--- src/rtl/olrk_pkg.sv ---
package olrk_pkg;

  localparam int LIST_DEPTH = 64;
  localparam int IDX_W      = $clog2(LIST_DEPTH);
  localparam int CNT_W      = $clog2(LIST_DEPTH + 1);
  localparam int DATA_W     = 32;

  typedef logic [DATA_W-1:0] data_t;
  typedef logic [IDX_W-1:0]  idx_t;
  typedef logic [CNT_W-1:0]  cnt_t;

  // request kinds
  localparam logic [1:0] KIND_APPEND = 2'd0;
  localparam logic [1:0] KIND_REMOVE = 2'd1;
  localparam logic [1:0] KIND_DUMP   = 2'd2;

  // result status codes
  localparam logic [2:0] ST_APPENDED   = 3'd0;
  localparam logic [2:0] ST_FULL       = 3'd1;
  localparam logic [2:0] ST_REMOVED    = 3'd2;
  localparam logic [2:0] ST_NOT_FOUND  = 3'd3;
  localparam logic [2:0] ST_DUMP_ENTRY = 3'd4;
  localparam logic [2:0] ST_DUMP_EMPTY = 3'd5;

  typedef struct packed {
    logic  we;
    idx_t  waddr;
    data_t wdata;
    logic  re;
    idx_t  raddr;
  } ram_req_t;

endpackage

--- src/rtl/olrk_ifs.sv ---
interface olrk_req_if;
  import olrk_pkg::*;
  logic               valid;
  logic               ready;
  logic [1:0]         kind;
  logic signed [31:0] ident_value;

  modport source (output valid, kind, ident_value, input ready);
  modport sink   (input valid, kind, ident_value, output ready);
endinterface

interface olrk_rsp_if;
  import olrk_pkg::*;
  logic               valid;
  logic               ready;
  logic signed [31:0] entry_value;
  logic [2:0]         status;
  logic               last_of_run;

  modport source (output valid, entry_value, status, last_of_run, input ready);
  modport sink   (input valid, entry_value, status, last_of_run, output ready);
endinterface

--- src/rtl/olrk_ram.sv ---
module olrk_ram #(
  parameter int DEPTH = 64,
  parameter int WIDTH = 32,
  parameter int AW    = $clog2(DEPTH)
) (
  input  logic             clk,
  input  logic             we,
  input  logic [AW-1:0]    waddr,
  input  logic [WIDTH-1:0] wdata,
  input  logic             re,
  input  logic [AW-1:0]    raddr,
  output logic [WIDTH-1:0] rdata
);

  logic [WIDTH-1:0] mem [DEPTH];
  logic [WIDTH-1:0] rdata_r;

  always_ff @(posedge clk) begin
    if (we) begin
      mem[waddr] <= wdata;
    end
    // read data holds until the next read
    if (re) begin
      rdata_r <= mem[raddr];
    end
  end

  assign rdata = rdata_r;

endmodule

--- src/rtl/olrk_seq.sv ---
module olrk_seq (
  input  logic               clk,
  input  logic               rst_n,
  olrk_req_if.sink           in_req,
  olrk_rsp_if.source         out_rsp,
  output olrk_pkg::ram_req_t ram_req,
  input  olrk_pkg::data_t    ram_rdata
);
  import olrk_pkg::*;

  typedef enum logic [1:0] {
    S_IDLE,
    S_RESP,
    S_SCAN,
    S_DUMP
  } state_t;

  state_t     state_r, state_nxt;
  cnt_t       count_r, count_nxt;
  cnt_t       k_r, k_nxt;
  idx_t       pk_r, pk_nxt;
  logic       pv_r, pv_nxt;
  logic       found_r, found_nxt;
  data_t      val_r, val_nxt;
  data_t      res_val_r, res_val_nxt;
  logic [2:0] res_st_r, res_st_nxt;

  logic       out_valid_r, out_valid_nxt;
  data_t      out_val_r, out_val_nxt;
  logic [2:0] out_st_r, out_st_nxt;
  logic       out_last_r, out_last_nxt;

  logic       slot_free;
  cnt_t       k_inc;

  assign slot_free = !out_valid_r || out_rsp.ready;
  assign k_inc     = k_r + CNT_W'(1);
  assign in_req.ready = (state_r == S_IDLE);

  always_comb begin
    state_nxt     = state_r;
    count_nxt     = count_r;
    k_nxt         = k_r;
    pk_nxt        = pk_r;
    pv_nxt        = pv_r;
    found_nxt     = found_r;
    val_nxt       = val_r;
    res_val_nxt   = res_val_r;
    res_st_nxt    = res_st_r;
    out_valid_nxt = out_valid_r && !out_rsp.ready;
    out_val_nxt   = out_val_r;
    out_st_nxt    = out_st_r;
    out_last_nxt  = out_last_r;
    ram_req       = '0;

    case (state_r)
      S_IDLE: begin
        if (in_req.valid) begin
          val_nxt     = data_t'(in_req.ident_value);
          res_val_nxt = data_t'(in_req.ident_value);
          case (in_req.kind)
            KIND_APPEND: begin
              if (count_r == CNT_W'(LIST_DEPTH)) begin
                res_st_nxt = ST_FULL;
              end else begin
                ram_req.we    = 1'b1;
                ram_req.waddr = count_r[IDX_W-1:0];
                ram_req.wdata = data_t'(in_req.ident_value);
                count_nxt     = count_r + CNT_W'(1);
                res_st_nxt    = ST_APPENDED;
              end
              state_nxt = S_RESP;
            end
            KIND_REMOVE: begin
              k_nxt     = '0;
              pv_nxt    = 1'b0;
              found_nxt = 1'b0;
              state_nxt = S_SCAN;
            end
            KIND_DUMP: begin
              if (count_r == '0) begin
                res_val_nxt = '0;
                res_st_nxt  = ST_DUMP_EMPTY;
                state_nxt   = S_RESP;
              end else begin
                ram_req.re    = 1'b1;
                ram_req.raddr = '0;
                k_nxt         = '0;
                state_nxt     = S_DUMP;
              end
            end
            default: begin
              state_nxt = S_IDLE;
            end
          endcase
        end
      end

      S_RESP: begin
        if (slot_free) begin
          out_valid_nxt = 1'b1;
          out_val_nxt   = res_val_r;
          out_st_nxt    = res_st_r;
          out_last_nxt  = 1'b1;
          state_nxt     = S_IDLE;
        end
      end

      // One read per cycle; the entry read last cycle is compared or,
      // once the match is behind us, moved down one slot.
      S_SCAN: begin
        if (pv_r) begin
          if (found_r) begin
            ram_req.we    = 1'b1;
            ram_req.waddr = pk_r - IDX_W'(1);
            ram_req.wdata = ram_rdata;
          end else if (ram_rdata == val_r) begin
            found_nxt = 1'b1;
          end
        end
        if (k_r < count_r) begin
          ram_req.re    = 1'b1;
          ram_req.raddr = k_r[IDX_W-1:0];
          pk_nxt        = k_r[IDX_W-1:0];
          pv_nxt        = 1'b1;
          k_nxt         = k_inc;
        end else begin
          pv_nxt = 1'b0;
          if (!pv_r) begin
            res_val_nxt = val_r;
            if (found_r) begin
              res_st_nxt = ST_REMOVED;
              count_nxt  = count_r - CNT_W'(1);
            end else begin
              res_st_nxt = ST_NOT_FOUND;
            end
            state_nxt = S_RESP;
          end
        end
      end

      S_DUMP: begin
        if (slot_free) begin
          out_valid_nxt = 1'b1;
          out_val_nxt   = ram_rdata;
          out_st_nxt    = ST_DUMP_ENTRY;
          out_last_nxt  = (k_inc == count_r);
          if (k_inc == count_r) begin
            state_nxt = S_IDLE;
          end else begin
            ram_req.re    = 1'b1;
            ram_req.raddr = k_inc[IDX_W-1:0];
            k_nxt         = k_inc;
          end
        end
      end

      default: begin
        state_nxt = S_IDLE;
      end
    endcase
  end

  always_ff @(posedge clk) begin
    if (!rst_n) begin
      state_r     <= S_IDLE;
      count_r     <= '0;
      pv_r        <= 1'b0;
      found_r     <= 1'b0;
      out_valid_r <= 1'b0;
    end else begin
      state_r     <= state_nxt;
      count_r     <= count_nxt;
      pv_r        <= pv_nxt;
      found_r     <= found_nxt;
      out_valid_r <= out_valid_nxt;
    end
    k_r        <= k_nxt;
    pk_r       <= pk_nxt;
    val_r      <= val_nxt;
    res_val_r  <= res_val_nxt;
    res_st_r   <= res_st_nxt;
    out_val_r  <= out_val_nxt;
    out_st_r   <= out_st_nxt;
    out_last_r <= out_last_nxt;
  end

  assign out_rsp.valid       = out_valid_r;
  assign out_rsp.entry_value = out_val_r;
  assign out_rsp.status      = out_st_r;
  assign out_rsp.last_of_run = out_last_r;

endmodule

--- src/rtl/ordered_list_remove_by_key_core.sv ---
// Append: the result is registered through S_RESP; the next request is taken back in S_IDLE.
// Remove: the scan reads one entry per cycle through the single RAM read port, then the
//   result goes out through S_RESP; the next request is taken back in S_IDLE.
// Dump: entries go out one per cycle while the result slot is free; the next request is
//   taken once the last entry is issued. Result backpressure stalls all of these.
// Reset (sync, active low) clears the entry count, sequencer and output valid; RAM not swept.
module ordered_list_remove_by_key_core (
  input  logic       clk,
  input  logic       rst_n,
  olrk_req_if.sink   in_req,
  olrk_rsp_if.source out_rsp
);
  import olrk_pkg::*;

  // request/response sequencer <-> entry store
  ram_req_t ram_req;
  data_t    ram_rdata;

  // Sequencer: owns the entry count, the remove scan/compaction pass,
  // the dump walk and the registered result slot toward out_rsp.
  olrk_seq u_seq (
    .clk       (clk),
    .rst_n     (rst_n),
    .in_req    (in_req),
    .out_rsp   (out_rsp),
    .ram_req   (ram_req),
    .ram_rdata (ram_rdata)
  );

  // Entry store: entries kept in arrival order at addresses 0..count-1.
  // During a remove, reads run two addresses ahead of the compaction write,
  // so the read and write never hit the same entry in one cycle.
  olrk_ram #(
    .DEPTH (LIST_DEPTH),
    .WIDTH (DATA_W)
  ) u_ram (
    .clk   (clk),
    .we    (ram_req.we),
    .waddr (ram_req.waddr),
    .wdata (ram_req.wdata),
    .re    (ram_req.re),
    .raddr (ram_req.raddr),
    .rdata (ram_rdata)
  );

endmodule

--- src/flat_wrapper.sv ---
// flat-port wrapper written by rule: the top's interface ports become plain ports
module ordered_list_remove_by_key_core_flat import olrk_pkg::*;
  (clk, rst_n, in_req_valid, in_req_kind, in_req_ident_value, in_req_ready, out_rsp_valid, out_rsp_entry_value, out_rsp_status, out_rsp_last_of_run, out_rsp_ready);
  olrk_req_if in_req_i ();
  olrk_rsp_if out_rsp_i ();
  input  logic clk;
  input  logic rst_n;
  input wire logic [$bits(in_req_i.valid)-1:0] in_req_valid;
  input wire logic [$bits(in_req_i.kind)-1:0] in_req_kind;
  input wire logic [$bits(in_req_i.ident_value)-1:0] in_req_ident_value;
  output wire logic [$bits(in_req_i.ready)-1:0] in_req_ready;
  output wire logic [$bits(out_rsp_i.valid)-1:0] out_rsp_valid;
  output wire logic [$bits(out_rsp_i.entry_value)-1:0] out_rsp_entry_value;
  output wire logic [$bits(out_rsp_i.status)-1:0] out_rsp_status;
  output wire logic [$bits(out_rsp_i.last_of_run)-1:0] out_rsp_last_of_run;
  input wire logic [$bits(out_rsp_i.ready)-1:0] out_rsp_ready;
  assign in_req_i.valid = in_req_valid;
  assign in_req_i.kind = in_req_kind;
  assign in_req_i.ident_value = in_req_ident_value;
  assign in_req_ready = in_req_i.ready;
  assign out_rsp_valid = out_rsp_i.valid;
  assign out_rsp_entry_value = out_rsp_i.entry_value;
  assign out_rsp_status = out_rsp_i.status;
  assign out_rsp_last_of_run = out_rsp_i.last_of_run;
  assign out_rsp_i.ready = out_rsp_ready;
  ordered_list_remove_by_key_core u_core (.clk(clk), .rst_n(rst_n), .in_req(in_req_i), .out_rsp(out_rsp_i));
endmodule
--- config.mk ---
export PLATFORM = sky130hd
export DESIGN_NAME = ordered_list_remove_by_key_core_flat
export DESIGN_NICKNAME = d
export VERILOG_FILES = /design/src/rtl/olrk_pkg.sv /design/src/rtl/olrk_ifs.sv /design/src/rtl/olrk_ram.sv /design/src/rtl/olrk_seq.sv /design/src/rtl/ordered_list_remove_by_key_core.sv /design/src/flat_wrapper.sv
export SDC_FILE = /design/constraint.sdc
export NUM_CORES = 2
export LEC_CHECK = 0
export BUFFER_PORTS_ARGS = -buffer_cell sky130_fd_sc_hd__buf_4
export CORE_UTILIZATION = 40
export DETAILED_ROUTE_END_ITERATION = 8
export PLACE_DENSITY = 0.62
export SETUP_SLACK_MARGIN = 0.05
export SYNTH_ARGS = -nofsm -noshare
export SYNTH_HDL_FRONTEND = slang
export SYNTH_SLANG_ARGS = --single-unit
export TNS_END_PERCENT = 100
--- constraint.sdc ---
create_clock -name clk -period 15.12 [get_ports clk]
set_input_delay 2.268 -clock clk [delete_from_list [all_inputs] [get_ports clk]]
set_output_delay 2.268 -clock clk [all_outputs]
set_load 0.1 [all_outputs]
==> impl_summary.log <==
INFO  metric min-delay-path-class = reg2reg
INFO  metric synth.lib_cells_used.distinct = 76
INFO  metric grt_first_pass_wirelength = 443000 µm
INFO  metric final_critical_period = 8200 ps
INFO  metric synth_top_cells_by_area = sky130_fd_sc_hd__edfxtp_1 68%, sky130_fd_sc_hd__nand2_1 4.4%, sky130_fd_sc_hd__a221oi_1 4.1%
INFO  metric clock_path_buffers = 3
INFO  metric grt_overflow_total = 0
INFO  metric tightest_slew = 1300 ps
INFO  metric holdWs = 500 ps
INFO  metric ys_async_sr_fraction = 0%
INFO  metric complex_gate_fraction_of_the_synthesized_area = 15.8%
INFO  metric outcome = completed
INFO  metric syn_avg_cell_area = 13.5 µm²
INFO  metric num_rows = 179
INFO  metric met1_length = 121000 µm
INFO  metric synthSimpleGateAreaFrac = 8.37%
INFO  metric final_layout_size_suffix_gt1_share = 11.1%
INFO  metric final_setup_vio_count = 0
INFO  metric routed.top_layer = met5
INFO  metric reg_clk_slew_reported_paths = 60 ps
INFO  metric synth-xor-area-share = 0.498%
INFO  metric fin_crit_sh = 54.3%
INFO  metric clkSinkCount = 2208
INFO  metric drcViolationCount = 0
INFO  metric postSynthCellCount = 7126
INFO  metric dr_wl_met3 = 35500 µm
INFO  metric critical_path_required = 15660 ps
INFO  metric power.static_leakage = 36.4 nW
INFO  metric yosysWarningCount = 0
INFO  metric drt-wirelength-per-cell = 30.0 µm
INFO  metric fill_cell_instance_count_of_the_final_layout = 20900
INFO  metric muxShareOfSynthArea = 3.76%
INFO  metric gpl.final_weighted_congestion = 0.853
INFO  metric multi_input_area = 28200 µm²
INFO  metric cts_buffers = 218
INFO  metric timing.critical_path.buf_inv = 5
INFO  metric wl_met2 = 139000 µm
INFO  metric hpwl = 158000 µm
INFO  metric yosys.area.top_type_share = 68.5%
INFO  metric pin_count = 76
INFO  metric place_ws = 7110 ps
INFO  metric first_global_vias = 63500
INFO  metric clock_insertion_delay_worst_skew = 890 ps
INFO  metric post_synth_adder_cell_area = 0.203%
INFO  metric synth.cell_area = 96300 µm²
INFO  metric die-height = 493 µm
INFO  metric clock.fmax = 122 MHz
INFO  metric unrepaired_setup_endpoints_after_global_routing = no
INFO  metric timing.critical_path.from_type = register
INFO  metric report.final.slew_viol_count = 0
INFO  metric worst_ir_drop_vdd = 0.0972 mV
INFO  metric worst-endpoint-arrival = 8740 ps
INFO  metric post-place-cells = 9945
INFO  metric final_hold_viol_count = 0
INFO  metric clock-skew-final = 38.0 ps
INFO  metric cts_setup_buffers = 0
INFO  metric timing.critical_path.slowest_cell_delay = 1090 ps
INFO  metric die_area = 243000 µm²
INFO  metric critical_path_peak_fanout = 109
INFO  metric totalNegativeSetupSlack = 0 ps
INFO  metric cts-htree-levels = 4
INFO  metric cts_resized = 0
INFO  metric clock_tree_root = sky130_fd_sc_hd__clkbuf_16
INFO  metric area_growth_from_synthesis_to_layout = 11.8%
INFO  metric synth_seq_area_share = 68.7%
INFO  metric drt_iter0_markers = 9367
INFO  metric critPathTopFamily = buffers and inverters
INFO  metric synth_ff_type = sky130_fd_sc_hd__edfxtp_1
INFO  metric synth_nets = 7179
INFO  metric seq_area = 66200 µm²
INFO  metric crit_path_cell_trace = nand2b_1 > inv_2 > o21ai_0 > or3_4 > inv_6 > a21oi_1 > nand2_4 > buf_4 > buf_12 > buf_4 > and3_1 > a311oi_1 > nor4_1 > nand4_1
INFO  metric most_common_cell_on_crit_path = sky130_fd_sc_hd__buf_4
INFO  metric ant_nets = 0
INFO  metric worst_slew_margin_rel = 12.7%
INFO  metric initial_cell_density_of_the_core = 40.4%
INFO  metric power_density_of_the_placed_cells = 120 nW/µm²
INFO  metric grt_antenna_before_repair = 5
INFO  metric cts_hold_repair.buffers = 0
INFO  metric wl = 310000 µm
INFO  metric cts_tree = built
INFO  metric fin_ws = 6920 ps
INFO  metric vias = 67300
INFO  metric final_cells = 10400
INFO  metric criticalPathCategory = reg2reg
INFO  metric core_area = 239000 µm²
INFO  metric grt.total_usage = 24.8%
INFO  metric dieWidth = 493 µm
INFO  metric vias_per_cell = 6.50
INFO  metric nets = 7051
INFO  metric detailedRoute.firstPassIterationCount = 8
INFO  metric critPathSlowestCell = sky130_fd_sc_hd__nor4_1
INFO  metric synth-edff-count = 2196
INFO  metric largest_family_of_logic_cells_by_synthesized_area = compound AO/OA/AOI/OAI gates
INFO  metric regToRegSetupSlack = 6920 ps
INFO  metric post-synth-top-area-cell = sky130_fd_sc_hd__edfxtp_1
INFO  metric timing.critical_path.to_type = register
INFO  metric io_buffer_count = 75
INFO  metric grt_start_max_net_pins = 205
INFO  metric cap_violations = 0
INFO  metric synth_seq_cells = 2208
[registers in the layout (all words and copies together) (netlist names)]
register                          flops
u_core.u_seq.out_rsp.last_of_run      1
u_core.u_ram.rdata                   32
u_core.u_seq.res_st_r                 3
u_core.u_seq.out_rsp.status           3
u_core.u_seq.state_r                  2
u_core.u_seq.k_r                      7
u_core.u_seq.pk_r                     6
u_core.u_seq.pv_r                     1
u_core.u_seq.res_val_r               32
u_core.u_seq.val_r                   32
u_core.u_seq.found_r                  1
u_core.u_seq.count_r                  7
u_core.u_seq.out_rsp.entry_value     32
u_core.u_seq.out_rsp.valid            1
u_core.u_ram.mem                   2048
[layer usage]
layer  track usage (%)  vias to the layer above
met2              38.3                     4169
met1              33.4                    34200
li1                  -                    28300
met3              5.52                      646
met4              11.1                        2
met5                 0                        -
[cell type report]
type                    instances  area share, %
flip-flops and latches       2208           61.5
multi-input cells            4284           26.2
clock buffers                 283           5.41
well taps                    3167           3.68
repair buffers                270           2.07
clock inverters               129           1.09
inverters                      16         0.0604
diodes                          3        0.00697
[cell families after synthesis]
group | Yosys count
and+or+nand+nor | 1846
buffers and inverters | 634
adders and majority gates | 15
muxes | 354
xor gates and xnor gates | 53
AOI/OAI and AO/OA | 2016
DFF | 2208
[metrics by stage]
stage	utilization, %	instance area, µm²	total power [mW]
global placement	42.2	101000	7.62
floorplan	-	96300	7.37
finish	45.1	108000	12.9
CTS	45.1	108000	12.9
global route	45.1	108000	13.2
detailed placement	42.2	101000	7.63
[report_power, final]
group,internal (mW),leakage (nW),switching (mW)
registers,6.74,20.8,0.0327
logic,0.216,12.2,0.527
clock network,3.02,3.42,2.35
[path summary, 6_finish.rpt]
check | cells after the start | end | start
setup / recovery | 14 | u_core.u_ram.rdata[30] | u_core.u_seq.state_r[1]
setup reg to reg | 14 | u_core.u_ram.rdata[30] | u_core.u_seq.state_r[1]
hold / removal | 1 | u_core.u_seq.out_rsp.status[2] | u_core.u_seq.res_st_r[2]
hold reg to reg | 1 | u_core.u_seq.out_rsp.status[2] | u_core.u_seq.res_st_r[2]
[cell usage in the layout (no fill, tap or decap), types with 27 or more instances in the layout]
| cell | count |
|---|---|
| sky130_fd_sc_hd__nand3_1 | 263 |
| sky130_fd_sc_hd__a2111oi_2 | 28 |
| sky130_fd_sc_hd__and3_1 | 128 |
| sky130_fd_sc_hd__a21oi_1 | 467 |
| sky130_fd_sc_hd__edfxtp_1 | 2196 |
| sky130_fd_sc_hd__a221oi_1 | 446 |
| sky130_fd_sc_hd__a22oi_1 | 43 |
| sky130_fd_sc_hd__a211o_1 | 47 |
| sky130_fd_sc_hd__a311oi_1 | 63 |
| sky130_fd_sc_hd__clkbuf_16 | 222 |
| sky130_fd_sc_hd__nor3_1 | 66 |
| sky130_fd_sc_hd__nor2_4 | 65 |
| sky130_fd_sc_hd__nand2_1 | 1115 |
| sky130_fd_sc_hd__clkinv_2 | 43 |
| sky130_fd_sc_hd__o21ai_0 | 88 |
| sky130_fd_sc_hd__nor2_1 | 67 |
| sky130_fd_sc_hd__a31oi_1 | 173 |
| sky130_fd_sc_hd__buf_4 | 254 |
| sky130_fd_sc_hd__mux2_2 | 63 |
| sky130_fd_sc_hd__o211ai_1 | 40 |
| sky130_fd_sc_hd__a22o_2 | 32 |
| sky130_fd_sc_hd__o22ai_1 | 70 |
| sky130_fd_sc_hd__a211oi_1 | 103 |
| sky130_fd_sc_hd__a22o_1 | 83 |
| sky130_fd_sc_hd__mux2i_1 | 291 |
| sky130_fd_sc_hd__clkbuf_1 | 57 |
| sky130_fd_sc_hd__xnor2_1 | 27 |
| sky130_fd_sc_hd__clkinv_1 | 53 |
| sky130_fd_sc_hd__nand4_1 | 40 |
| sky130_fd_sc_hd__a221o_1 | 258 |
| sky130_fd_sc_hd__a21boi_0 | 32 |
[synth_stat cells (all sizes together) (7+ instances only)]
master      n
edfxtp   2196
nand2    1117
a21oi     470
a221oi    446
clkbuf    402
mux2i     291
nand3     265
a221o     259
buf       216
a31oi     173
nor2      134
and3      128
a22o      115
a211oi    105
o21ai      88
nor3       70
o22ai      70
a311oi     63
mux2       63
a211o      47
a22oi      43
nand4      40
o211ai     40
a21boi     33
a2111oi    30
nor4       27
xnor2      27
xor2       25
and2       20
inv        15
ha         14
dfxtp      12
nor2b       9
or2         8
nand2b      7
o21a        7
or3         7
[worst reg2reg max path, delay by kind of cell (launching register included)]
kind	cells	cell delay [ps]
buffers and inverters	5	3520
and+or+nand+nor	6	3000
AOI/OAI and AO/OA	3	620
DFF	1	730
(Power assumes the default switching activity.)
